[config.mk]
export PLATFORM = sky130hd
export DESIGN_NAME = pctb_ctrl
export DESIGN_NICKNAME = d
export VERILOG_FILES = /design/src/rtl/pctb_pkg.sv /design/src/rtl/pctb_ctrl.sv
export SDC_FILE = /design/constraint.sdc
export NUM_CORES = 1
export LEC_CHECK = 0
export BUFFER_PORTS_ARGS = -buffer_cell sky130_fd_sc_hd__buf_4
export CAP_MARGIN = 0
export CORE_AREA = 10 10 47 49
export DETAILED_ROUTE_END_ITERATION = 8
export DIE_AREA = 0 0 57 59
export MAX_ROUTING_LAYER = met4
export PLACE_DENSITY = 0.61
export SLEW_MARGIN = 20
export SYNTH_ARGS = -nofsm -noshare
export SYNTH_HDL_FRONTEND = slang
export SYNTH_SLANG_ARGS = --single-unit
[constraint.sdc]
create_clock -name clk -period 3 [get_ports clk]
set_input_delay 0.15 -clock clk [delete_from_list [all_inputs] [get_ports clk]]
set_output_delay 0.15 -clock clk [all_outputs]
set_load 0.01 [all_outputs]
[src/rtl/pctb_pkg.sv]
package pctb_pkg;

	localparam int LABEL_W   = 10;
	localparam int CONTACT_W = 14;
	localparam int STATUS_W  = 2;
	localparam int CFG_W     = 5;

	localparam logic [CFG_W-1:0] CFG_RESET = CFG_W'(16);

	localparam logic [STATUS_W-1:0] ST_NONE  = 2'd0;
	localparam logic [STATUS_W-1:0] ST_FOUND = 2'd1;
	localparam logic [STATUS_W-1:0] ST_NEW   = 2'd2;
	localparam logic [STATUS_W-1:0] ST_FULL  = 2'd3;

	typedef logic [LABEL_W-1:0]   label_t;
	typedef logic [CONTACT_W-1:0] contact_t;
	typedef logic [STATUS_W-1:0]  status_t;

	// Controller to datapath
	typedef struct packed {
		logic    clr_step;
		logic    load_in;
		logic    rd_b;
		logic    lat_za;
		logic    lat_zb;
		logic    scan_init;
		logic    scan_step;
		logic    wr_a;
		logic    wr_b;
		logic    set_res;
		status_t res_code;
		logic    out_load;
	} pctb_cmd_t;

	// Datapath to controller
	typedef struct packed {
		logic clr_last;
		logic pair_ok;
		logic hit;
		logic more;
		logic room;
	} pctb_stat_t;

endpackage

[src/rtl/pctb_ctrl.sv]
module pctb_ctrl import pctb_pkg::*; (
	input  logic       clk,
	input  logic       arst_n,
	input  logic       in_valid,
	output logic       in_ready,
	output logic       out_valid,
	input  logic       out_ready,
	input  pctb_stat_t stat,
	output pctb_cmd_t  cmd
);

	localparam logic [3:0] S_CLEAR = 4'd0;
	localparam logic [3:0] S_IDLE  = 4'd1;
	localparam logic [3:0] S_RDA   = 4'd2;
	localparam logic [3:0] S_RDB   = 4'd3;
	localparam logic [3:0] S_ZB    = 4'd4;
	localparam logic [3:0] S_SCAN  = 4'd5;
	localparam logic [3:0] S_ALLOC = 4'd6;
	localparam logic [3:0] S_WRB   = 4'd7;
	localparam logic [3:0] S_DONE  = 4'd8;

	logic [3:0] state_q, state_d;
	logic       out_valid_q;

	assign in_ready  = (state_q == S_IDLE);
	assign out_valid = out_valid_q;

	always_comb begin
		state_d = state_q;
		cmd     = '0;
		cmd.res_code = ST_NONE;
		unique case (state_q)
			S_CLEAR: begin
				cmd.clr_step = 1'b1;
				if (stat.clr_last) begin
					state_d = S_IDLE;
				end
			end
			S_IDLE: begin
				if (in_valid) begin
					cmd.load_in = 1'b1;
					state_d     = S_RDA;
				end
			end
			S_RDA: begin
				// Drop background, self and out-of-table pairs at once
				if (!stat.pair_ok) begin
					cmd.set_res  = 1'b1;
					cmd.res_code = ST_NONE;
					state_d      = S_DONE;
				end else begin
					state_d = S_RDB;
				end
			end
			S_RDB: begin
				cmd.lat_za = 1'b1;
				cmd.rd_b   = 1'b1;
				state_d    = S_ZB;
			end
			S_ZB: begin
				cmd.lat_zb    = 1'b1;
				cmd.scan_init = 1'b1;
				state_d       = S_SCAN;
			end
			S_SCAN: begin
				// Compare the slot read last cycle while reading the next one
				if (stat.hit) begin
					cmd.set_res  = 1'b1;
					cmd.res_code = ST_FOUND;
					state_d      = S_DONE;
				end else if (stat.more) begin
					cmd.scan_step = 1'b1;
				end else begin
					state_d = S_ALLOC;
				end
			end
			S_ALLOC: begin
				if (stat.room) begin
					cmd.wr_a = 1'b1;
					state_d  = S_WRB;
				end else begin
					cmd.set_res  = 1'b1;
					cmd.res_code = ST_FULL;
					state_d      = S_DONE;
				end
			end
			S_WRB: begin
				cmd.wr_b     = 1'b1;
				cmd.set_res  = 1'b1;
				cmd.res_code = ST_NEW;
				state_d      = S_DONE;
			end
			S_DONE: begin
				// Hold until the output register is free
				if (!out_valid_q || out_ready) begin
					cmd.out_load = 1'b1;
					state_d      = S_IDLE;
				end
			end
			default: begin
				state_d = S_IDLE;
			end
		endcase
	end

	always_ff @(posedge clk or negedge arst_n) begin
		if (!arst_n) begin
			state_q     <= S_CLEAR;
			out_valid_q <= 1'b0;
		end else begin
			state_q <= state_d;
			if (cmd.out_load) begin
				out_valid_q <= 1'b1;
			end else if (out_ready) begin
				out_valid_q <= 1'b0;
			end
		end
	end

endmodule

==> results.md, run 1 <==
- Outcome: completed
- Worst min-delay path class: input pin to register
- CTS Buf Count: 3
- Setup Fix Bufs, Post-CTS: 0
- Crit Path Max Fanout: 13
- Initial Util: 0.305
- Number of flops mapped to enable cells by yosys: 0
- Pre-antenna DRT Iters: 4
- WS Path Type: register to output pin
- Final period utilization: 0.608
- Via count: 469
- WHS: between 100 and 150 ps
- Buffers on Ports: 23
- Clock-pin transition on the worst setup and hold timing paths: 40 ps
- CTS H-tree lvls: 1
- Leak: 0.303 nW
- N_diodes: 0
- Synth Flop Type: dfrtp_1
- Crit path buffers/inverters: 1
- Worst Path Arrival: 1670 ps
- Residual DRC: 0
- Commonest cells in the synthesized netlist: nor3_1 (6), a21oi_1 (5), dfrtp_1 (5), nand2b_1 (5)
- Comb power frac: 0.550
- Yosys top cell by area: dfrtp_1
- Die Y: 59 um
- Non-filler instance count after layout: 92
- Routed wire length: approximately 1200 um
- PwrDens: 890 mW/mm2
- HP Start: out_ready
- Slowest CP cell: dfrtp_1
- Final ANT Viol Nets: 0
- Core area: 0.00140 mm2
- Clk_skew: between 0.7 and 0.8 ps
- Clk sinks: 5
- Async SR Flop Fraction: 1.00
- Synth Warn #: 0
- Flop pwr share: 0.310
- Detailed Place HPWL: 948 um
- Synth cell types: 29
- CP Capture Type: output pin
- CP max stage delay: around 500 ps
- Mapped Cells: 54
- Max Freq: 548 MHz
- Largest net degree at the start of global routing: 16
- Clk_lat worst skew: 240 ps
- Die area: roughly 0.0034 mm2
- I/O pin cnt: 24
- Drt initial violations: 5
- Syn avg cell area: roughly 8 um2
- Vias in the first global route: 453
- CP startpoint: state_q[0]
- FF-to-FF Start: state_q[0]
- Vias per inst: 5.10
- Synth top area share: 0.292
- Wl on met1: between 500 and 600 um
- Clock share of power: 0.140
- Synthesized Nets: 63
- Layout cells sized above 1: 0.355
- Post-Place Cells: 87
- Slew at the pin with the worst max-slew slack: between 400 and 500 ps
- RSZ-0062 raised after global routing: no
- CP Launch Type: register
- Row count: 14
- Psw: ~0.24 mW
- Met3 routed WL: 102 um
- Met2 WL post-DR: about 560 um
- Worst-path cell chain: or3b_1 > a21oi_1 > o21bai_1 > buf_4
- Hold Violations, Final: 0
- Clk buf depth: 2
- Die Span X: between 50 and 60 um
- Fillcell total: ~150
- Final Cell Area: just over 600 um2
- Ranking of synthesized cells by area: dfrtp_1 (29%), nand2b_1 (7.3%), nor3_1 (7.0%)
- Sequential area share after synthesis: 0.292
- Mapped cell area: between 400 and 500 um2
- Internal power: roughly 0.31 mW
- Highest metal used: met4
- R2R Setup Slk: 1310 ps
- Nets: between 80 and 90
- Net Sw Frac: 0.434
- Final setup fails: 0
- CTS tree: built
- Initial antenna violation count: 0
- Max Cap Viol: 0
- Relative slew slack: 0.696
- Placed instance area: 582 um2
- Root Driver: clkbuf_4
- Top-count cell post-synth: nor3_1
- Grt ovf: 0
- Total negative setup slack: 0 ps
- Yosys reg bits: 5
- P&R area growth vs syn: 44.4%
- Required time of the critical path: 2850 ps
- VDD IR-drop max: 0.417 mV
- First-pass GRT wire length: 1890 um
- Pins over their slew limit: 0
- Cell family with most CP delay: flip-flops
- Wire per inst: 13.2 um
- GRT Total Usage: 0.0731
- Min cycle time layout: 1820 ps
- GPL Wtd Cong: 0.806
-- worst register-to-register path, delay by kind of cell, from the launching register on --
family	cells	cell delay (ps)
AND/OR/NAND/NOR	3	1070
flip-flops	1	500
-- path summary, 6_finish.rpt --
kind | to | cells past startpoint
worst min-delay path | out_valid | 2
min in group asynchronous | state_q[0] | 2
worst max-delay path | cmd[3] | 4
max in group asynchronous | state_q[1] | 2
worst min register to register | out_valid | 2
worst max register to register | state_q[0] | 3
-- cells by family (layout without fill, tap and decap cells) --
group                  after synthesis  after routing  share of synthesized area
multiplexers                         1              1                     0.0234
buffers and inverters                9             31                      0.117
AND/OR/NAND/NOR                     29             29                      0.424
flip-flops                           5              5                      0.292
AO/OA/AOI/OAI                       10             10                      0.143
-- area by class of cell --
| type | count | area, um2 | area share |
|---|---|---|---|
| clock buffers | 4 | 26.3 | 0.0425 |
| inverters | 3 | 11.3 | 0.0182 |
| multi-input cells | 40 | 253 | 0.409 |
| flip-flops and latches | 5 | 125 | 0.202 |
| well taps | 16 | 20.0 | 0.0324 |
| repair buffers | 24 | 183 | 0.296 |
-- cell usage in the layout (no fill, tap or decap), types with 2 or more instances in the layout --
cell type and n:
buf_4 23, nor3_1 6, nand2b_1 5, a21oi_1 5
dfrtp_1 5, nor2_1 3, inv_1 3, nor4_1 3
clkbuf_4 3, nor2b_1 2
-- metal layers --
layer,track usage,up-vias
met5,-,-
met4,0.0403,0
met3,0.0451,4
met2,0.110,17
met1,0.0719,210
li1,-,238
-- state kept, by name, summed over array words and instances, names as in the netlist --
signal     flops
out_valid      1
state_q        4
-- metrics by stage --
step	setup slack (ps)	power, mW	util
after floorplan	1500	0.369	-
after global placement	1310	0.477	0.415
after detailed placement	1310	0.476	0.415
after CTS	1160	0.557	0.441
after global routing	1040	0.601	0.441
final	1180	0.550	0.441
-- power groups by stage --
stage | Sequential (mW) | Combinational, mW | Clock (mW)
6_report | 0.170 | 0.302 | 0.0772
5_1_grt | 0.180 | 0.333 | 0.0873
4_1_cts | 0.170 | 0.308 | 0.0797
3_5_place_dp | 0.171 | 0.306 | 0
3_3_place_gp | 0.172 | 0.305 | 0
2_1_floorplan | 0.119 | 0.249 | 0
-- timing repair --
item                      CTS  global route
gates resized for setup     0             0
hold endpoints to repair    5             0
hold buffers                1             0
No activity file was read; power rests on OpenSTA's default activity.
==> run 2: changes to the inputs <==
- ABC_AREA: not set -> 1
- PLACE_DENSITY: 0.61 -> 0.65
- clock period: 3 -> 1.52 ns (I/O delays scaled with it)
==> run 2 against run 1 <==
Net effect: register-to-register slack got worse by 950 ps; clock power rose by 100%; hold slack got worse by 99 ps; sequential power rose by 60%; via count rose by 6.4%; utilization rose by 2.4 points; non-clock buffer count did not move; largest power group unchanged; area after synthesis rose by 3.8%; global-route usage rose by 0.57 points; largest cell class unchanged; critical path type unchanged.
==> results.md, run 2 <==
- Clk sinks: 5 (unchanged)
- Fillcell total: 161 (was 154)
- Hold EP: out_valid (unchanged)
- Outcome: completed (unchanged)
- GPL Wtd Cong: 0.840 (was 0.806)
- Root Driver: clkbuf_4 (unchanged)
- Worst min-delay path class: input pin to register (unchanged)
- Leak: 0.402 nW (was 0.303 nW)
- Die Y: 59 um (unchanged)
- Total negative setup slack: 0 ps (unchanged)
- Yosys reg bits: 5 (unchanged)
- Die area: 0.00336 mm2 (unchanged)
- Pins over their slew limit: 0 (unchanged)
- Core area: 0.00140 mm2 (unchanged)
- Grt ovf: 0 (unchanged)
- WS Path Type: register to output pin (unchanged)
- Max Cap Viol: 0 (unchanged)
- R2r endpoint: state_q[0] (unchanged)
- Most frequent cells in the layout: buf_4 (23), inv_1 (15), nand3_1 (9) (was buf_4 (23), nor3_1 (6), nand2b_1 (5), a21oi_1 (5), dfrtp_1 (5))
- HP Start: out_ready (unchanged)
- Buffers on Ports: 23 (unchanged)
- I/O pin cnt: 24 (unchanged)
- Detailed Place HPWL: 1070 um (was 948 um)
- Setup WS post-layout: 119 ps (was 1180 ps)
- Initial antenna violation count: 0 (unchanged)
- Min cycle time layout: 1400 ps
- PwrDens: 1690 mW/mm2 (was 890 mW/mm2)
- Nets: 104 (was 86)
- CP Launch Type: register (unchanged)
- Routed wire length: 1230 um (was 1210 um)
- Residual DRC: 0 (unchanged)
- Synth cell types: 15 (was 29)
- FF-to-FF Start: state_q[3] (was state_q[0])
- Row count: 14 (unchanged)
- Number of flops mapped to enable cells by yosys: 0 (unchanged)
- Clock-pin transition on the worst setup and hold timing paths: 40 ps (about the same)
- Synth Flop Type: dfrtp_1 (unchanged)
- Multi-input gate area: 229 um2 (was 253 um2)
- P&R area growth vs syn: 46.8% (was 44.4%)
- Final setup fails: 0 (unchanged)
- CTS tree: built (unchanged)
- Worst hold stages: 2 (unchanged)
- Mapped Cells: 69 (was 54)
- Worst Path Arrival: 1330 ps (was 1670 ps)
- Required time of the critical path: 1440 ps (was 2850 ps)
- GRT Total Usage: 0.0788 (was 0.0731)
- Drt initial violations: 4 (was 5)
- Layout cells sized above 1: 0.383 (was 0.355)
- Die Span X: 57 um (unchanged)
- FF+latch area: 126 um2 (was 125 um2)
- Synthesized Nets: 78 (was 63)
- Commonest cells in the synthesized netlist: inv_1 (15), nand3_1 (9), nand2_1 (8) (was nor3_1 (6), a21oi_1 (5), dfrtp_1 (5), nand2b_1 (5))
- Relative slew slack: 0.826 (was 0.696)
- Synth Warn #: 0 (unchanged)
- Vias in the first global route: 512 (was 453)
- Vias per inst: 4.54 (was 5.10)
- Async SR Flop Fraction: 1.00 (unchanged)
- R2r worst-path depth: 6 (was 3)
- Via count: 499 (was 469)
- Yosys top cell by area: dfrtp_1 (unchanged)
- Crit Path Max Fanout: 6 (was 13)
- R2R Setup Slk: 360 ps (was 1310 ps)
- CP Capture Type: output pin (unchanged)
- Clk buf depth: 2 (unchanged)
- Sequential area share after synthesis: 0.282 (was 0.292)
- Max reg flops: 4 (unchanged)
- Clk_skew: 6.14 ps (was 0.779 ps)
- Wire per inst: 11.2 um (was 13.2 um)
- N_diodes: 0 (unchanged)
- Max Freq: 714 MHz
- Final ANT Viol Nets: 0 (unchanged)
- VDD IR-drop max: 0.741 mV (was 0.417 mV)
- Initial Util: 0.317 (was 0.305)
- Syn avg cell area: 6.44 um2 (was 7.92 um2)
- Clk_lat worst skew: 250 ps (was 240 ps)
- Synth top area share: 0.282 (was 0.292)
- Ranking of synthesized cells by area: dfrtp_1 (28%), inv_1 (13%), nand3_1 (10%) (was dfrtp_1 (29%), nand2b_1 (7.3%), nor3_1 (7.0%))
- Mapped cell area: 444 um2 (was 428 um2)
- CTS H-tree lvls: 1 (unchanged)
- Reg with most FFs: state_q (unchanged)
- Dpl ws: 344 ps (was 1310 ps)
- Commonest non-fill, non-tap cell in the layout: buf_4 (unchanged)
- Slew at the pin with the worst max-slew slack: 259 ps (was 452 ps)
- Largest net degree at the start of global routing: 10 (was 16)
- Hold Violations, Final: 0 (unchanged)
- CTS Buf Count: 3 (unchanged)
- First-pass GRT wire length: 2120 um (was 1890 um)
- Pre-antenna DRT Iters: 4 (unchanged)
- RSZ-0062 raised after global routing: no (unchanged)
- Final period utilization: 0.922
- Top-count cell post-synth: inv_1 (was nor3_1)
[run 2: changes by cell type after synthesis, sizes merged, moves of 5 or more]
cell | previous run | this run
nand3 | 0 | 9
nand2b | 5 | 0
nor2 | 3 | 13
inv | 3 | 18
nand2 | 1 | 8
[run 2: logic make-up after synthesis]
group / share of synthesized area
AND/OR/NAND/NOR: 0.448
buffers and inverters: 0.203
AO/OA/AOI/OAI: 0.0676
flip-flops: 0.282
[run 2: layer usage]
metal | GRT usage | up-vias | part of all wire
met1 | 0.0848 | 216 | 0.47
met2 | 0.130 | 17 | 0.49
met5 | - | - | 0
met3 | 0.0279 | 0 | 0.038
met4 | 0.0302 | 0 | 0
li1 | - | 266 | -
[run 2: layout make-up]
class / instances / area share
multi-input cells: 43 / 0.351
repair buffers: 24 / 0.280
flip-flops and latches: 5 / 0.194
inverters: 18 / 0.104
clock buffers: 4 / 0.0403
well taps: 16 / 0.0307
[run 2: through the flow]
step | total power, mW | hold slack (ps) | util | area, um2 | instances
4_1_cts | 1.12 | 23.8 | 0.464 | 651 | 110
3_3_place_gp | 0.945 | -119 | 0.438 | 614 | 105
2_1_floorplan | 0.717 | -220 | - | 444 | 69
3_5_place_dp | 0.952 | -117 | 0.438 | 614 | 105
6_report | 1.10 | 27.4 | 0.465 | 652 | 110
5_1_grt | 1.22 | 32.6 | 0.465 | 652 | 110
[run 2: worst max path at each step]
stage,start,end,slack (ps),cells after the start
4_1_cts,state_q[1],cmd[1],90,4
2_1_floorplan,state_q[1],cmd[8],350,5
5_1_grt,state_q[1],cmd[7],10,4
3_5_place_dp,state_q[1],state_q[0],340,6
6_report,state_q[3],cmd[3],120,4
3_3_place_gp,state_q[3],cmd[3],340,4
[run 2: what timing repair did]
action                     CTS  global route
resized for setup            0             1
hold endpoints to repair     5             0
buffers inserted             0             0
hold buffers                 1             0
setup endpoints to repair    0             4
[run 2: where the power goes]
group	leakage, nW	switching, mW	total [mW]	internal [mW]
Clock	0.0150	0.0584	0.158	0.0995
Sequential	0.0641	0.0841	0.272	0.188
Combinational	0.323	0.385	0.670	0.285
[run 2: worst max-delay path: stages (launching register included)]
cell and delay (ps):
dfrtp_1 440, nor2_2 260, nand4_1 150, nand3_1 110
buf_4 120
